[config.mk]
export PLATFORM = sky130hd
export DESIGN_NAME = power_key_safe_blank_sequencer_flat
export DESIGN_NICKNAME = d
export VERILOG_FILES = /design/src/rtl/pkbs_pkg.sv /design/src/rtl/pkbs_if.sv /design/src/rtl/pkbs_step.sv /design/src/rtl/pkbs_res_buf.sv /design/src/rtl/power_key_safe_blank_sequencer.sv /design/src/flat_wrapper.sv
export SDC_FILE = /design/constraint.sdc
export NUM_CORES = 1
export LEC_CHECK = 0
export ABC_AREA = 1
export CORE_ASPECT_RATIO = 1.25
export CORE_MARGIN = 4
export CORE_UTILIZATION = 55
export CTS_BUF_LIST = sky130_fd_sc_hd__clkbuf_16
export CTS_CLUSTER_SIZE = 28
export DETAILED_ROUTE_END_ITERATION = 10
export DONT_BUFFER_PORTS = 1
export PLACE_DENSITY = 0.67
export REMOVE_ABC_BUFFERS = 1
export SLEW_MARGIN = 40
export SYNTH_ARGS = -nofsm -noshare
export SYNTH_HDL_FRONTEND = slang
export SYNTH_SLANG_ARGS = --single-unit
[constraint.sdc]
create_clock -name clk -period 6 [get_ports clk]
set_input_delay 0.3 -clock clk [delete_from_list [all_inputs] [get_ports clk]]
set_output_delay 0.3 -clock clk [all_outputs]
set_load 0.02 [all_outputs]
[src/rtl/pkbs_pkg.sv]
// ----------------------------------------------------------------------------
// pkbs_pkg
// shared constants, register codes and result types of the key blank sequencer
// ----------------------------------------------------------------------------
package pkbs_pkg;

	localparam int CFG_W     = 16;
	localparam int CFG_IDX_W = 2;
	localparam int FLAG_W    = 4;
	localparam int BRI_W     = 8;

	// register indexes on the config port
	localparam logic [CFG_IDX_W-1:0] REG_POLL     = 2'd0;
	localparam logic [CFG_IDX_W-1:0] REG_FALLBACK = 2'd1;
	localparam logic [CFG_IDX_W-1:0] REG_REFRESH  = 2'd2;

	// register reset values
	localparam logic [CFG_W-1:0] POLL_RST     = 16'd20;
	localparam logic [CFG_W-1:0] FALLBACK_RST = 16'd1500;
	localparam logic [CFG_W-1:0] REFRESH_RST  = 16'd100;

	// key event flag bits
	localparam logic [FLAG_W-1:0] F_RELEASE = 4'h1;
	localparam logic [FLAG_W-1:0] F_PRESS   = 4'h2;
	localparam logic [FLAG_W-1:0] F_LONG    = 4'h4;

	typedef struct packed {
		logic              polled;
		logic [FLAG_W-1:0] clear_flags;
		logic              send_frame;
		logic [BRI_W-1:0]  frame_brightness;
		logic              render_enable;
		logic              blank_now;
		logic [FLAG_W-1:0] trigger_flags;
		logic [FLAG_W-1:0] recent_flags;
		logic              last_in_run;
	} res_t;

	typedef struct packed {
		res_t r0;
		res_t r1;
		logic two;
	} step_out_t;

endpackage

[src/rtl/pkbs_if.sv]
// ----------------------------------------------------------------------------
// pkbs_if
// valid/ready channels for tick items and result items
// ----------------------------------------------------------------------------
interface pkbs_in_if import pkbs_pkg::*; ();
	logic              valid;
	logic              ready;
	logic              status_ok;
	logic [FLAG_W-1:0] key_flags;
	logic [BRI_W-1:0]  logical_brightness;

	modport source(output valid, output status_ok, output key_flags,
		output logical_brightness, input ready);
	modport sink(input valid, input status_ok, input key_flags,
		input logical_brightness, output ready);
endinterface

interface pkbs_out_if import pkbs_pkg::*; ();
	logic              valid;
	logic              ready;
	logic              polled;
	logic [FLAG_W-1:0] clear_flags;
	logic              send_frame;
	logic [BRI_W-1:0]  frame_brightness;
	logic              render_enable;
	logic              blank_now;
	logic [FLAG_W-1:0] trigger_flags;
	logic [FLAG_W-1:0] recent_flags;
	logic              last_in_run;

	modport source(output valid, output polled, output clear_flags, output send_frame,
		output frame_brightness, output render_enable, output blank_now,
		output trigger_flags, output recent_flags, output last_in_run, input ready);
	modport sink(input valid, input polled, input clear_flags, input send_frame,
		input frame_brightness, input render_enable, input blank_now,
		input trigger_flags, input recent_flags, input last_in_run, output ready);
endinterface

[src/rtl/pkbs_step.sv]
// ----------------------------------------------------------------------------
// pkbs_step
// config registers, sequencer state and the per-tick next-state/result logic
// ----------------------------------------------------------------------------
module pkbs_step import pkbs_pkg::*; #(
	parameter int TIMER_WIDTH = 16
) (
	input  logic                 clk,
	input  logic                 arst_n,
	input  logic                 cfg_we,
	input  logic [CFG_IDX_W-1:0] cfg_index,
	input  logic [CFG_W-1:0]     cfg_data,
	input  logic                 commit,
	input  logic                 status_ok,
	input  logic [FLAG_W-1:0]    key_flags,
	input  logic [BRI_W-1:0]     logical_brightness,
	output step_out_t            step_out
);

	localparam int TW = TIMER_WIDTH;
	localparam int CW = (TW > CFG_W) ? TW : CFG_W;

	logic [CFG_W-1:0]  poll_int_q, fallback_q, refresh_int_q;
	logic [TW-1:0]     poll_q, hold_q, refr_q;
	logic              held_q, timing_q, blank_q;
	logic [BRI_W-1:0]  saved_q;
	logic [FLAG_W-1:0] trig_q, lflags_q;

	logic [TW-1:0]     poll_inc, hold_inc, refr_inc;
	logic              poll_hit, do_poll;

	logic [TW-1:0]     poll_n, hold_n, refr_n;
	logic              held_n, timing_n, blank_n, rel, ev_blank, ev_second;
	logic [BRI_W-1:0]  saved_n, sec_bri;
	logic [FLAG_W-1:0] trig_n, lflags_n, clear;
	res_t              base;

	// saturating timers
	assign poll_inc = (poll_q == '1) ? poll_q : TW'(poll_q + 1'b1);
	assign hold_inc = (hold_q == '1) ? hold_q : TW'(hold_q + 1'b1);
	assign refr_inc = (refr_q == '1) ? refr_q : TW'(refr_q + 1'b1);

	assign poll_hit = CW'(poll_inc) >= CW'(poll_int_q);
	assign do_poll  = poll_hit && status_ok;
	assign clear    = do_poll ? key_flags : '0;
	assign lflags_n = (do_poll && key_flags != '0) ? key_flags : lflags_q;

	always_comb begin
		poll_n    = poll_hit ? '0 : poll_inc;
		hold_n    = hold_inc;
		refr_n    = refr_inc;
		held_n    = held_q;
		timing_n  = timing_q;
		blank_n   = blank_q;
		saved_n   = saved_q;
		trig_n    = trig_q;
		rel       = 1'b0;
		ev_blank  = 1'b0;
		ev_second = 1'b0;
		sec_bri   = '0;
		if (do_poll) begin
			if ((key_flags & F_PRESS) != '0) begin
				held_n   = 1'b1;
				timing_n = 1'b1;
				hold_n   = '0;
			end
			if ((key_flags & F_LONG) != '0 && !blank_n) begin
				held_n = 1'b1;
				if (!timing_n) begin
					timing_n = 1'b1;
					hold_n   = '0;
				end
				trig_n   = key_flags;
				saved_n  = logical_brightness;
				blank_n  = 1'b1;
				refr_n   = '0;
				ev_blank = 1'b1;
			end
			// fallback: long enough hold without a long-press event
			if (held_n && !blank_n && timing_n && CW'(hold_n) >= CW'(fallback_q)) begin
				trig_n   = F_PRESS;
				saved_n  = logical_brightness;
				blank_n  = 1'b1;
				refr_n   = '0;
				ev_blank = 1'b1;
			end
			if ((key_flags & F_RELEASE) != '0) begin
				held_n   = 1'b0;
				timing_n = 1'b0;
				hold_n   = '0;
				rel      = 1'b1;
				if (blank_n) begin
					blank_n   = 1'b0;
					ev_second = 1'b1;
					sec_bri   = (logical_brightness != '0) ? logical_brightness : saved_n;
				end
			end
		end
		// repeated zero frame while blanked and held
		if (!rel && blank_n && held_n && CW'(refr_n) >= CW'(refresh_int_q)) begin
			refr_n    = '0;
			ev_second = 1'b1;
			sec_bri   = '0;
		end
	end

	always_comb begin
		base.polled           = do_poll;
		base.clear_flags      = clear;
		base.send_frame       = ev_second;
		base.frame_brightness = sec_bri;
		base.render_enable    = !blank_n;
		base.blank_now        = blank_n;
		base.trigger_flags    = trig_n;
		base.recent_flags     = lflags_n;
		base.last_in_run      = 1'b1;

		step_out.two = ev_blank && ev_second;
		step_out.r1  = base;
		step_out.r0  = base;
		if (ev_blank) begin
			step_out.r0.send_frame       = 1'b1;
			step_out.r0.frame_brightness = '0;
			step_out.r0.render_enable    = 1'b0;
			step_out.r0.blank_now        = 1'b1;
			step_out.r0.last_in_run      = !ev_second;
		end
	end

	always_ff @(posedge clk or negedge arst_n) begin
		if (!arst_n) begin
			poll_int_q    <= POLL_RST;
			fallback_q    <= FALLBACK_RST;
			refresh_int_q <= REFRESH_RST;
		end else if (cfg_we) begin
			case (cfg_index)
				REG_POLL:     poll_int_q    <= cfg_data;
				REG_FALLBACK: fallback_q    <= cfg_data;
				REG_REFRESH:  refresh_int_q <= cfg_data;
				default: ;
			endcase
		end
	end

	always_ff @(posedge clk or negedge arst_n) begin
		if (!arst_n) begin
			poll_q   <= '0;
			hold_q   <= '0;
			refr_q   <= '0;
			held_q   <= 1'b0;
			timing_q <= 1'b0;
			blank_q  <= 1'b0;
			saved_q  <= '0;
			trig_q   <= '0;
			lflags_q <= '0;
		end else if (commit) begin
			poll_q   <= poll_n;
			hold_q   <= hold_n;
			refr_q   <= refr_n;
			held_q   <= held_n;
			timing_q <= timing_n;
			blank_q  <= blank_n;
			saved_q  <= saved_n;
			trig_q   <= trig_n;
			lflags_q <= lflags_n;
		end
	end

	// the head result never enables rendering while it reports the display blanked
	assert property (@(posedge clk) disable iff (!arst_n) blank_q |-> !step_out.r0.render_enable
		|| !step_out.r0.blank_now) else $error("render enabled while blanked");

	// a two-result tick is always a blank followed by another frame
	assert property (@(posedge clk) disable iff (!arst_n) step_out.two |->
		(step_out.r0.send_frame && step_out.r1.send_frame && !step_out.r0.last_in_run))
		else $error("two-result tick malformed");

	// a committed release leaves the key not held
	assert property (@(posedge clk) disable iff (!arst_n)
		commit && do_poll && ((key_flags & F_RELEASE) != '0) |=> !held_q)
		else $error("release did not clear hold");

endmodule

[src/rtl/pkbs_res_buf.sv]
// ----------------------------------------------------------------------------
// pkbs_res_buf
// two-slot result register, hands results out one per cycle while the receiver is ready
// ----------------------------------------------------------------------------
module pkbs_res_buf import pkbs_pkg::*; (
	input  logic       clk,
	input  logic       arst_n,
	input  logic       load,
	input  step_out_t  step_out,
	output logic       can_load,
	pkbs_out_if.source out_ch
);

	logic [1:0] cnt_q;
	res_t       slot0_q, slot1_q;
	logic       fire;

	assign fire     = out_ch.valid && out_ch.ready;
	assign can_load = (cnt_q == 2'd0) || (cnt_q == 2'd1 && fire);

	always_ff @(posedge clk or negedge arst_n) begin
		if (!arst_n) begin
			cnt_q <= 2'd0;
		end else if (load) begin
			cnt_q <= step_out.two ? 2'd2 : 2'd1;
		end else if (fire) begin
			cnt_q <= cnt_q - 2'd1;
		end
	end

	always_ff @(posedge clk) begin
		if (load) begin
			slot0_q <= step_out.r0;
			slot1_q <= step_out.r1;
		end else if (fire) begin
			slot0_q <= slot1_q;
		end
	end

	assign out_ch.valid            = (cnt_q != 2'd0);
	assign out_ch.polled           = slot0_q.polled;
	assign out_ch.clear_flags      = slot0_q.clear_flags;
	assign out_ch.send_frame       = slot0_q.send_frame;
	assign out_ch.frame_brightness = slot0_q.frame_brightness;
	assign out_ch.render_enable    = slot0_q.render_enable;
	assign out_ch.blank_now        = slot0_q.blank_now;
	assign out_ch.trigger_flags    = slot0_q.trigger_flags;
	assign out_ch.recent_flags     = slot0_q.recent_flags;
	assign out_ch.last_in_run      = slot0_q.last_in_run;

	assert property (@(posedge clk) disable iff (!arst_n) cnt_q != 2'd3)
		else $error("result count overflow");

	// the head slot closes the run exactly when it is the only one left
	assert property (@(posedge clk) disable iff (!arst_n)
		cnt_q != 2'd0 |-> (slot0_q.last_in_run == (cnt_q == 2'd1)))
		else $error("last_in_run out of step with count");

	assert property (@(posedge clk) disable iff (!arst_n)
		load |-> (cnt_q == 2'd0 || (cnt_q == 2'd1 && fire)))
		else $error("load over pending results");

endmodule

[src/rtl/power_key_safe_blank_sequencer.sv]
// a tick item passes the input register stage, then the two-slot result register
// throughput: one item per cycle with one result per item and the receiver ready
// the result register sets the pace: it drains one result per cycle while out_ch.ready
// the input takes a new item while results wait, through the input register stage
// reset: arst_n clears all timers and state, and loads the interval registers
// ----------------------------------------------------------------------------
// power_key_safe_blank_sequencer
// key-event poller that blanks the display on a long hold and restores it
// on release
// ----------------------------------------------------------------------------
module power_key_safe_blank_sequencer import pkbs_pkg::*; #(
	parameter int TIMER_WIDTH = 16
) (
	input  logic                 clk,
	input  logic                 arst_n,
	pkbs_in_if.sink              in_ch,
	pkbs_out_if.source           out_ch,
	input  logic                 cfg_we,
	input  logic [CFG_IDX_W-1:0] cfg_index,
	input  logic [CFG_W-1:0]     cfg_data
);

	// input register stage
	logic              valid_s1;
	logic              status_ok_s1;
	logic [FLAG_W-1:0] key_flags_s1;
	logic [BRI_W-1:0]  bri_s1;

	logic      in_fire, advance, can_load;
	step_out_t step_out;

	// the stage moves on whenever the result register can take the item's results
	assign advance     = valid_s1 && can_load;
	assign in_ch.ready = !valid_s1 || advance;
	assign in_fire     = in_ch.valid && in_ch.ready;

	always_ff @(posedge clk or negedge arst_n) begin
		if (!arst_n) begin
			valid_s1 <= 1'b0;
		end else if (in_fire) begin
			valid_s1 <= 1'b1;
		end else if (advance) begin
			valid_s1 <= 1'b0;
		end
	end

	// payload, no reset needed
	always_ff @(posedge clk) begin
		if (in_fire) begin
			status_ok_s1 <= in_ch.status_ok;
			key_flags_s1 <= in_ch.key_flags;
			bri_s1       <= in_ch.logical_brightness;
		end
	end

	// timers, hold/blank state and the per-tick decision; state commits on advance
	pkbs_step #(
		.TIMER_WIDTH(TIMER_WIDTH)
	) u_step (
		.clk               (clk),
		.arst_n            (arst_n),
		.cfg_we            (cfg_we),
		.cfg_index         (cfg_index),
		.cfg_data          (cfg_data),
		.commit            (advance),
		.status_ok         (status_ok_s1),
		.key_flags         (key_flags_s1),
		.logical_brightness(bri_s1),
		.step_out          (step_out)
	);

	// one or two results per tick, handed out in order
	pkbs_res_buf u_res_buf (
		.clk     (clk),
		.arst_n  (arst_n),
		.load    (advance),
		.step_out(step_out),
		.can_load(can_load),
		.out_ch  (out_ch)
	);

	// a held item waits in place until the results ahead of it drain
	assert property (@(posedge clk) disable iff (!arst_n)
		valid_s1 && !advance |=> valid_s1) else $error("tick item dropped");

	assert property (@(posedge clk) disable iff (!arst_n)
		in_fire && !advance |-> !valid_s1) else $error("tick item overwritten");

	assert property (@(posedge clk) disable iff (!arst_n)
		advance |=> out_ch.valid) else $error("advanced tick produced no result");

endmodule

[src/flat_wrapper.sv]
// flat-port wrapper written by rule: the top's interface ports become plain ports
module power_key_safe_blank_sequencer_flat import pkbs_pkg::*;
#(
	parameter int TIMER_WIDTH = 16
)
  (clk, arst_n, cfg_we, cfg_index, cfg_data, in_ch_valid, in_ch_status_ok, in_ch_key_flags, in_ch_logical_brightness, in_ch_ready, out_ch_valid, out_ch_polled, out_ch_clear_flags, out_ch_send_frame, out_ch_frame_brightness, out_ch_render_enable, out_ch_blank_now, out_ch_trigger_flags, out_ch_recent_flags, out_ch_last_in_run, out_ch_ready);
  pkbs_in_if in_ch_i ();
  pkbs_out_if out_ch_i ();
  input  logic clk;
  input  logic arst_n;
  input  logic cfg_we;
  input  logic [CFG_IDX_W-1:0] cfg_index;
  input  logic [CFG_W-1:0] cfg_data;
  input wire logic [$bits(in_ch_i.valid)-1:0] in_ch_valid;
  input wire logic [$bits(in_ch_i.status_ok)-1:0] in_ch_status_ok;
  input wire logic [$bits(in_ch_i.key_flags)-1:0] in_ch_key_flags;
  input wire logic [$bits(in_ch_i.logical_brightness)-1:0] in_ch_logical_brightness;
  output wire logic [$bits(in_ch_i.ready)-1:0] in_ch_ready;
  output wire logic [$bits(out_ch_i.valid)-1:0] out_ch_valid;
  output wire logic [$bits(out_ch_i.polled)-1:0] out_ch_polled;
  output wire logic [$bits(out_ch_i.clear_flags)-1:0] out_ch_clear_flags;
  output wire logic [$bits(out_ch_i.send_frame)-1:0] out_ch_send_frame;
  output wire logic [$bits(out_ch_i.frame_brightness)-1:0] out_ch_frame_brightness;
  output wire logic [$bits(out_ch_i.render_enable)-1:0] out_ch_render_enable;
  output wire logic [$bits(out_ch_i.blank_now)-1:0] out_ch_blank_now;
  output wire logic [$bits(out_ch_i.trigger_flags)-1:0] out_ch_trigger_flags;
  output wire logic [$bits(out_ch_i.recent_flags)-1:0] out_ch_recent_flags;
  output wire logic [$bits(out_ch_i.last_in_run)-1:0] out_ch_last_in_run;
  input wire logic [$bits(out_ch_i.ready)-1:0] out_ch_ready;
  assign in_ch_i.valid = in_ch_valid;
  assign in_ch_i.status_ok = in_ch_status_ok;
  assign in_ch_i.key_flags = in_ch_key_flags;
  assign in_ch_i.logical_brightness = in_ch_logical_brightness;
  assign in_ch_ready = in_ch_i.ready;
  assign out_ch_valid = out_ch_i.valid;
  assign out_ch_polled = out_ch_i.polled;
  assign out_ch_clear_flags = out_ch_i.clear_flags;
  assign out_ch_send_frame = out_ch_i.send_frame;
  assign out_ch_frame_brightness = out_ch_i.frame_brightness;
  assign out_ch_render_enable = out_ch_i.render_enable;
  assign out_ch_blank_now = out_ch_i.blank_now;
  assign out_ch_trigger_flags = out_ch_i.trigger_flags;
  assign out_ch_recent_flags = out_ch_i.recent_flags;
  assign out_ch_last_in_run = out_ch_i.last_in_run;
  assign out_ch_i.ready = out_ch_ready;
  power_key_safe_blank_sequencer #(.TIMER_WIDTH(TIMER_WIDTH)) u_core (.clk(clk), .arst_n(arst_n), .in_ch(in_ch_i), .out_ch(out_ch_i), .cfg_we(cfg_we), .cfg_index(cfg_index), .cfg_data(cfg_data));
endmodule
Word level (Yosys, flattened, before mapping) --
Cells that the tools add are included. Widths: inputs -> output; s select.
Word-level totals: ROM bits 0, RAM bits 0, word-level logic and storage cells 140, bits in latches 0, register bits 180, memories 0, input port bits 36
Operators by class: multipliers 0, equal/unequal tests 6, add/sub/neg operators 4, divide/modulo/power cells 0, multiplexer cells 60, shift-type cells 0, bitwise gates (word level) 0, order comparisons 3, reduce and logical (&&, ||, !) cells 33
Operators with widths (count):
- $mux 16 | 14
- $mux 8 | 7
- $mux 25 | 2
- $add 16x1->16 const B | 3
- $eq 16x16->1 const B | 3
- $ge 16x16->1 | 3
- $mux 1 | 28
- $mux 4 | 5
- $logic_and 1x1->1 | 14
- $mux 11 | 1
- $reduce_and 2->1 | 4
- $reduce_bool 8->1 | 1
- $logic_not 1->1 | 6
- $mux 2 | 3
- $reduce_bool 2->1 | 3
- $eq 2x1->1 const B | 2
- $logic_not 2->1 | 2
- $reduce_bool 4->1 | 1
- $eq 2x2->1 const B | 1
- $logic_or 1x1->1 | 2
- $sub 2x1->2 const B | 1

Longest topological paths before layout --
word-level depth 21, gate-level depth with buffers 39, depth with buffers taken out 38

Hierarchy --
Synthesis repeated with hierarchy kept, for this count alone.
Unflattened totals: cells, all modules 1237, area, all modules 10136.0 sq um
By module, submodules not included:
- pkbs_step | times used 1, area an instance 7698.6 sq um, cells an instance 1061
- pkbs_res_buf | times used 1, area an instance 1994.4 sq um, cells an instance 155
- power_key_safe_blank_sequencer | times used 1, area an instance 442.9 sq um, cells an instance 21

Worst setup path after synthesis --
OpenSTA, ideal clock, no wires.
path kind register to register, from register u_core.u_step.poll_q[0], to register u_core.u_step.refr_q[14], path buffers 2, slack 1707 ps, clock period less this slack 4293 ps, cell stages (with the launch flop) 34, arrival 4156 ps, required time 5863 ps, path through dfrtp_1 -> ha_1 -> inv_1 -> nor3_4 -> nand2_2 -> nor2_2 -> nand3_2 -> nor2_4 -> nor2_2 -> nand2_1 -> xor2_1 -> inv_1 -> ha_1 -> nand4_1 -> nor3_2 -> nand3_1 -> nand3_2 -> nand2_2 -> inv_4 -> nand2_4 -> inv_4 -> buf_2 -> nor2_1 -> ha_1 -> nand2_1 -> inv_1 -> nand3_1 -> nor3_1 -> nand3_1 -> nand3_1 -> nand4_4 -> nand2_4 -> buf_12 -> o22ai_2
RTL lines:
- start, declared | line pkbs_step.sv:24 | logic [TW-1:0] poll_q, hold_q, refr_q;
- start signal, assigned | line pkbs_step.sv:157 | poll_q <= poll_n;
- end signal, assigned | line pkbs_step.sv:159 | refr_q <= refr_n;
- end, declared | line pkbs_step.sv:24

==> flow_summary_export.csv <==
group,metric,value,unit
timing,setup_violations,0,
synth,syn_inst,1117,
floorplanning,fp.dieW,127,um
power_and_ir_drop,totalPowerFinal,4.89,mW
critical_path,crit_start,"u_core.u_step.poll_q[0]",
global_routing,grt-ovfl-total,0,
timing,skew,0.0116,ns
synth,synth_seq_area_share,0.493,
timing,period_needed,5.04,ns
critical_path,worst-setup-path-type,"reg -> reg",
min_path,min_path_type,"in -> reg",
cts,h-tree-depth,4,
timing,rsz0062_at_grt,"false",
detailed_routing,drt_iter0_markers,468,
detailed_routing,drt_pass1_iterations,5,
cts,cts_resized,0,
final_layout,antennaDiodeCount,0,
critical_path,critical-path-max-stage-delay,0.39,ns
synth,yosysUniqueCellTypes,49,
cts,path_clk_slew,0.07,ns
synth,synth_area,0.00980,mm^2
global_routing,grt_pass1_vias,7327,
place,portBuffers,0,
timing,period_share,0.840,
synth,synth_top_area_share,0.271,
floorplanning,dieArea,0.0200,mm^2
critical_path,cp_common_cell,"nand3_1",
global_routing,antenna_found_initial,0,
power_and_ir_drop,vdd_ir_drop_max,232,uV
timing,drv_slew,0,
detailed_routing,routed_wl,21000,um
synth,ys_warn_count,0,
critical_path,cp-end-kind,"register",
global_routing,grtUsageMet3,0.0421,
cts,post_cts_buffers,0,
final_layout,final_nets,1218,
detailed_routing,viasPerCell,5.36,
global_routing,met2_usage,0.382,
power_and_ir_drop,power.leakage,5.01,nW
final_layout,area_growth,9.65,%
floorplanning,initial_core_util,0.560,
floorplanning,num_rows,54,
global_routing,grt_pass1_wl,35500,um
detailed_routing,ant_nets,0,
synth,synth_seq_cells,180,
synth,ys.flop_type,"dfrtp_1",
timing,hold_viol,0,
final_layout,final_common_cell,"nand2_1",
global_routing,grt_max_degree,119,
final_layout,layout-drive-gt1-share,0.109,
synth,yosys.area.top_type,"dfrtp_1",
critical_path,worst-path-max-fanout,17,
critical_path,r2r_start,"u_core.u_step.poll_q[0]",
critical_path,worstPathArrival,5.33,ns
cts,cts_inserted_buffers,17,
status,status,"finished, final reports clean",
cts,clock_latency,0.43,ns
min_path,min-delay-start,"in_ch_valid",
cts,clock_path_buffers,2,
cts,tritoncts,"done",
detailed_routing,vias,7323,
timing,worstMarginPinSlew,0.750,ns
synth,syn_area_per_cell,8.77,um^2
power_and_ir_drop,p_per_area,455,mW/mm^2
final_layout,nFillCells,1549,
flow_run,drv_cap,0,
floorplanning,fp.dieH,157,um
place,dp_hpwl,15400,um
detailed_routing,wl_per_cell,15.4,um
detailed_routing,drc,0,
critical_path,crit_family,"simple AND/OR/NAND/NOR gates",
place,place_inst,1318,
critical_path,cp.buffers_inverters,5,
critical_path,start_kind,"register",
global_routing,busiest_layer,"met2",
place,gp_congestion,0.866,
timing,timing.slew.headroom,0.499,
floorplanning,pin_count,63,
critical_path,cp_slowest_cell,"dfrtp_1",
cts,cts_root_buf,"clkbuf_16",
final_layout,final_cell_mix,"224 x nand2_1, 201 x inv_1, 106 x dfrtp_1",
cts,cts.sinks,180,
timing,max_freq,0.198,GHz
final_layout,finalNonFillerCells,1366,
cts,ctsHoldBuffers,15,
global_routing,use_met1,0.287,
synth,netlist_top_cells_area,"dfrtp_1 27%, edfxtp_1 19%, nand2_1 8.6%, inv_1 7.7%, ha_1 6.8%",
floorplanning,fp.coreArea,0.0175,mm^2
global_routing,grt_usage,0.223,
critical_path,required,6.29,ns
synth,async_flop_share,0.656,
synth,synth_edf_count,62,
-- kinds of logic (layout without fill, tap and decap cells) --
kind of cell	after synthesis	after routing	share of synthesized area
simple gates	402	402	0.190
compound gates	223	223	0.136
xor+xnor	20	20	0.0179
flops	180	180	0.493
fa+ha+maj	53	53	0.0677
buf+inv	239	264	0.0959
-- cell usage after synthesis (all sizes together), types with 9 or more instances --
library cell and number:
nand3 36, clkbuf 18, a21oi 43, buf 9
nand2 237, o31ai 10, o21ai 122, inv 212
edfxtp 62, dfstp 12, dfrtp 106, nand4 18
nor3 20, nor4 12, xor2 19, o22ai 35
nor2 77, ha 53
-- layout make-up --
type	count	area [um^2]	share of cell area
inverter	212	803	0.0747
sequential	180	4830	0.449
tap	224	280	0.0261
timing repair buffer	20	209	0.0194
clock buffer	17	425	0.0396
clock inverter	15	145	0.0135
multi-input combinational	698	4050	0.377
-- through the flow --
step / util / hold WS (ns) / cell area (um^2) / setup TNS (ns) / worst slack, ns
2_1_floorplan: - / 0.00441 / 9660 / -27.15 / -0.732
3_3_place_gp: 0.570 / 0.00899 / 9980 / 0 / 1.08
3_5_place_dp: 0.571 / 0.00882 / 10000 / 0 / 0.945
4_1_cts: 0.613 / 0.00214 / 10700 / 0 / 0.936
5_1_grt: 0.614 / 0.0109 / 10700 / 0 / 0.470
6_report: 0.614 / 0.00976 / 10700 / 0 / 0.958
-- metal layers --
layer / part of all wire / vias up
li1: - / 3702
met1: 0.45 / 3442
met2: 0.50 / 146
met3: 0.032 / 33
met4: 0.020 / 0
met5: 0 / -
-- worst register-to-register path, delay by kind of cell (launching register included) --
family	cells	cell delay (ns)
and+or+nand+nor	21	2.87
adders and majority gates	3	0.75
buffers and inverters	5	0.56
DFF	1	0.39
xor gates and xnor gates	1	0.22
AOI/OAI and AO/OA	1	0.11
-- power by group --
group / switching (mW) / internal (mW) / total, mW
sequential: 0.336 / 1.77 / 2.11
clock: 0.505 / 0.581 / 1.09
combinational: 1.13 / 0.567 / 1.70
-- state kept, by name, summed over array words and instances, names as in the netlist, 8 cells and up --
signal	count
u_core.bri_s1	8
u_core.u_step.refresh_int_q	16
u_core.u_step.fallback_q	16
u_core.u_step.poll_q	16
u_core.u_step.refr_q	16
u_core.u_step.saved_q	8
u_core.u_res_buf.out_ch.frame_brightness	8
u_core.u_step.hold_q	16
u_core.u_res_buf.slot1_q	24
u_core.u_step.poll_int_q	16
-- final timing paths --
kind                                                   endpoint  cells after the start  slack, ns
max in group asynchronous               u_core.u_step.refr_q[4]                      2       5.06
worst max register to register          u_core.u_step.refr_q[1]                     31       0.96
worst max-delay path                    u_core.u_step.refr_q[1]                     31       0.96
worst min register to register  u_core.u_step.refresh_int_q[13]                      2       0.48
worst min-delay path                            u_core.valid_s1                      2       0.01
min in group asynchronous          u_core.u_step.fallback_q[13]                      2       0.46
No activity file was read; power rests on OpenSTA's default activity.
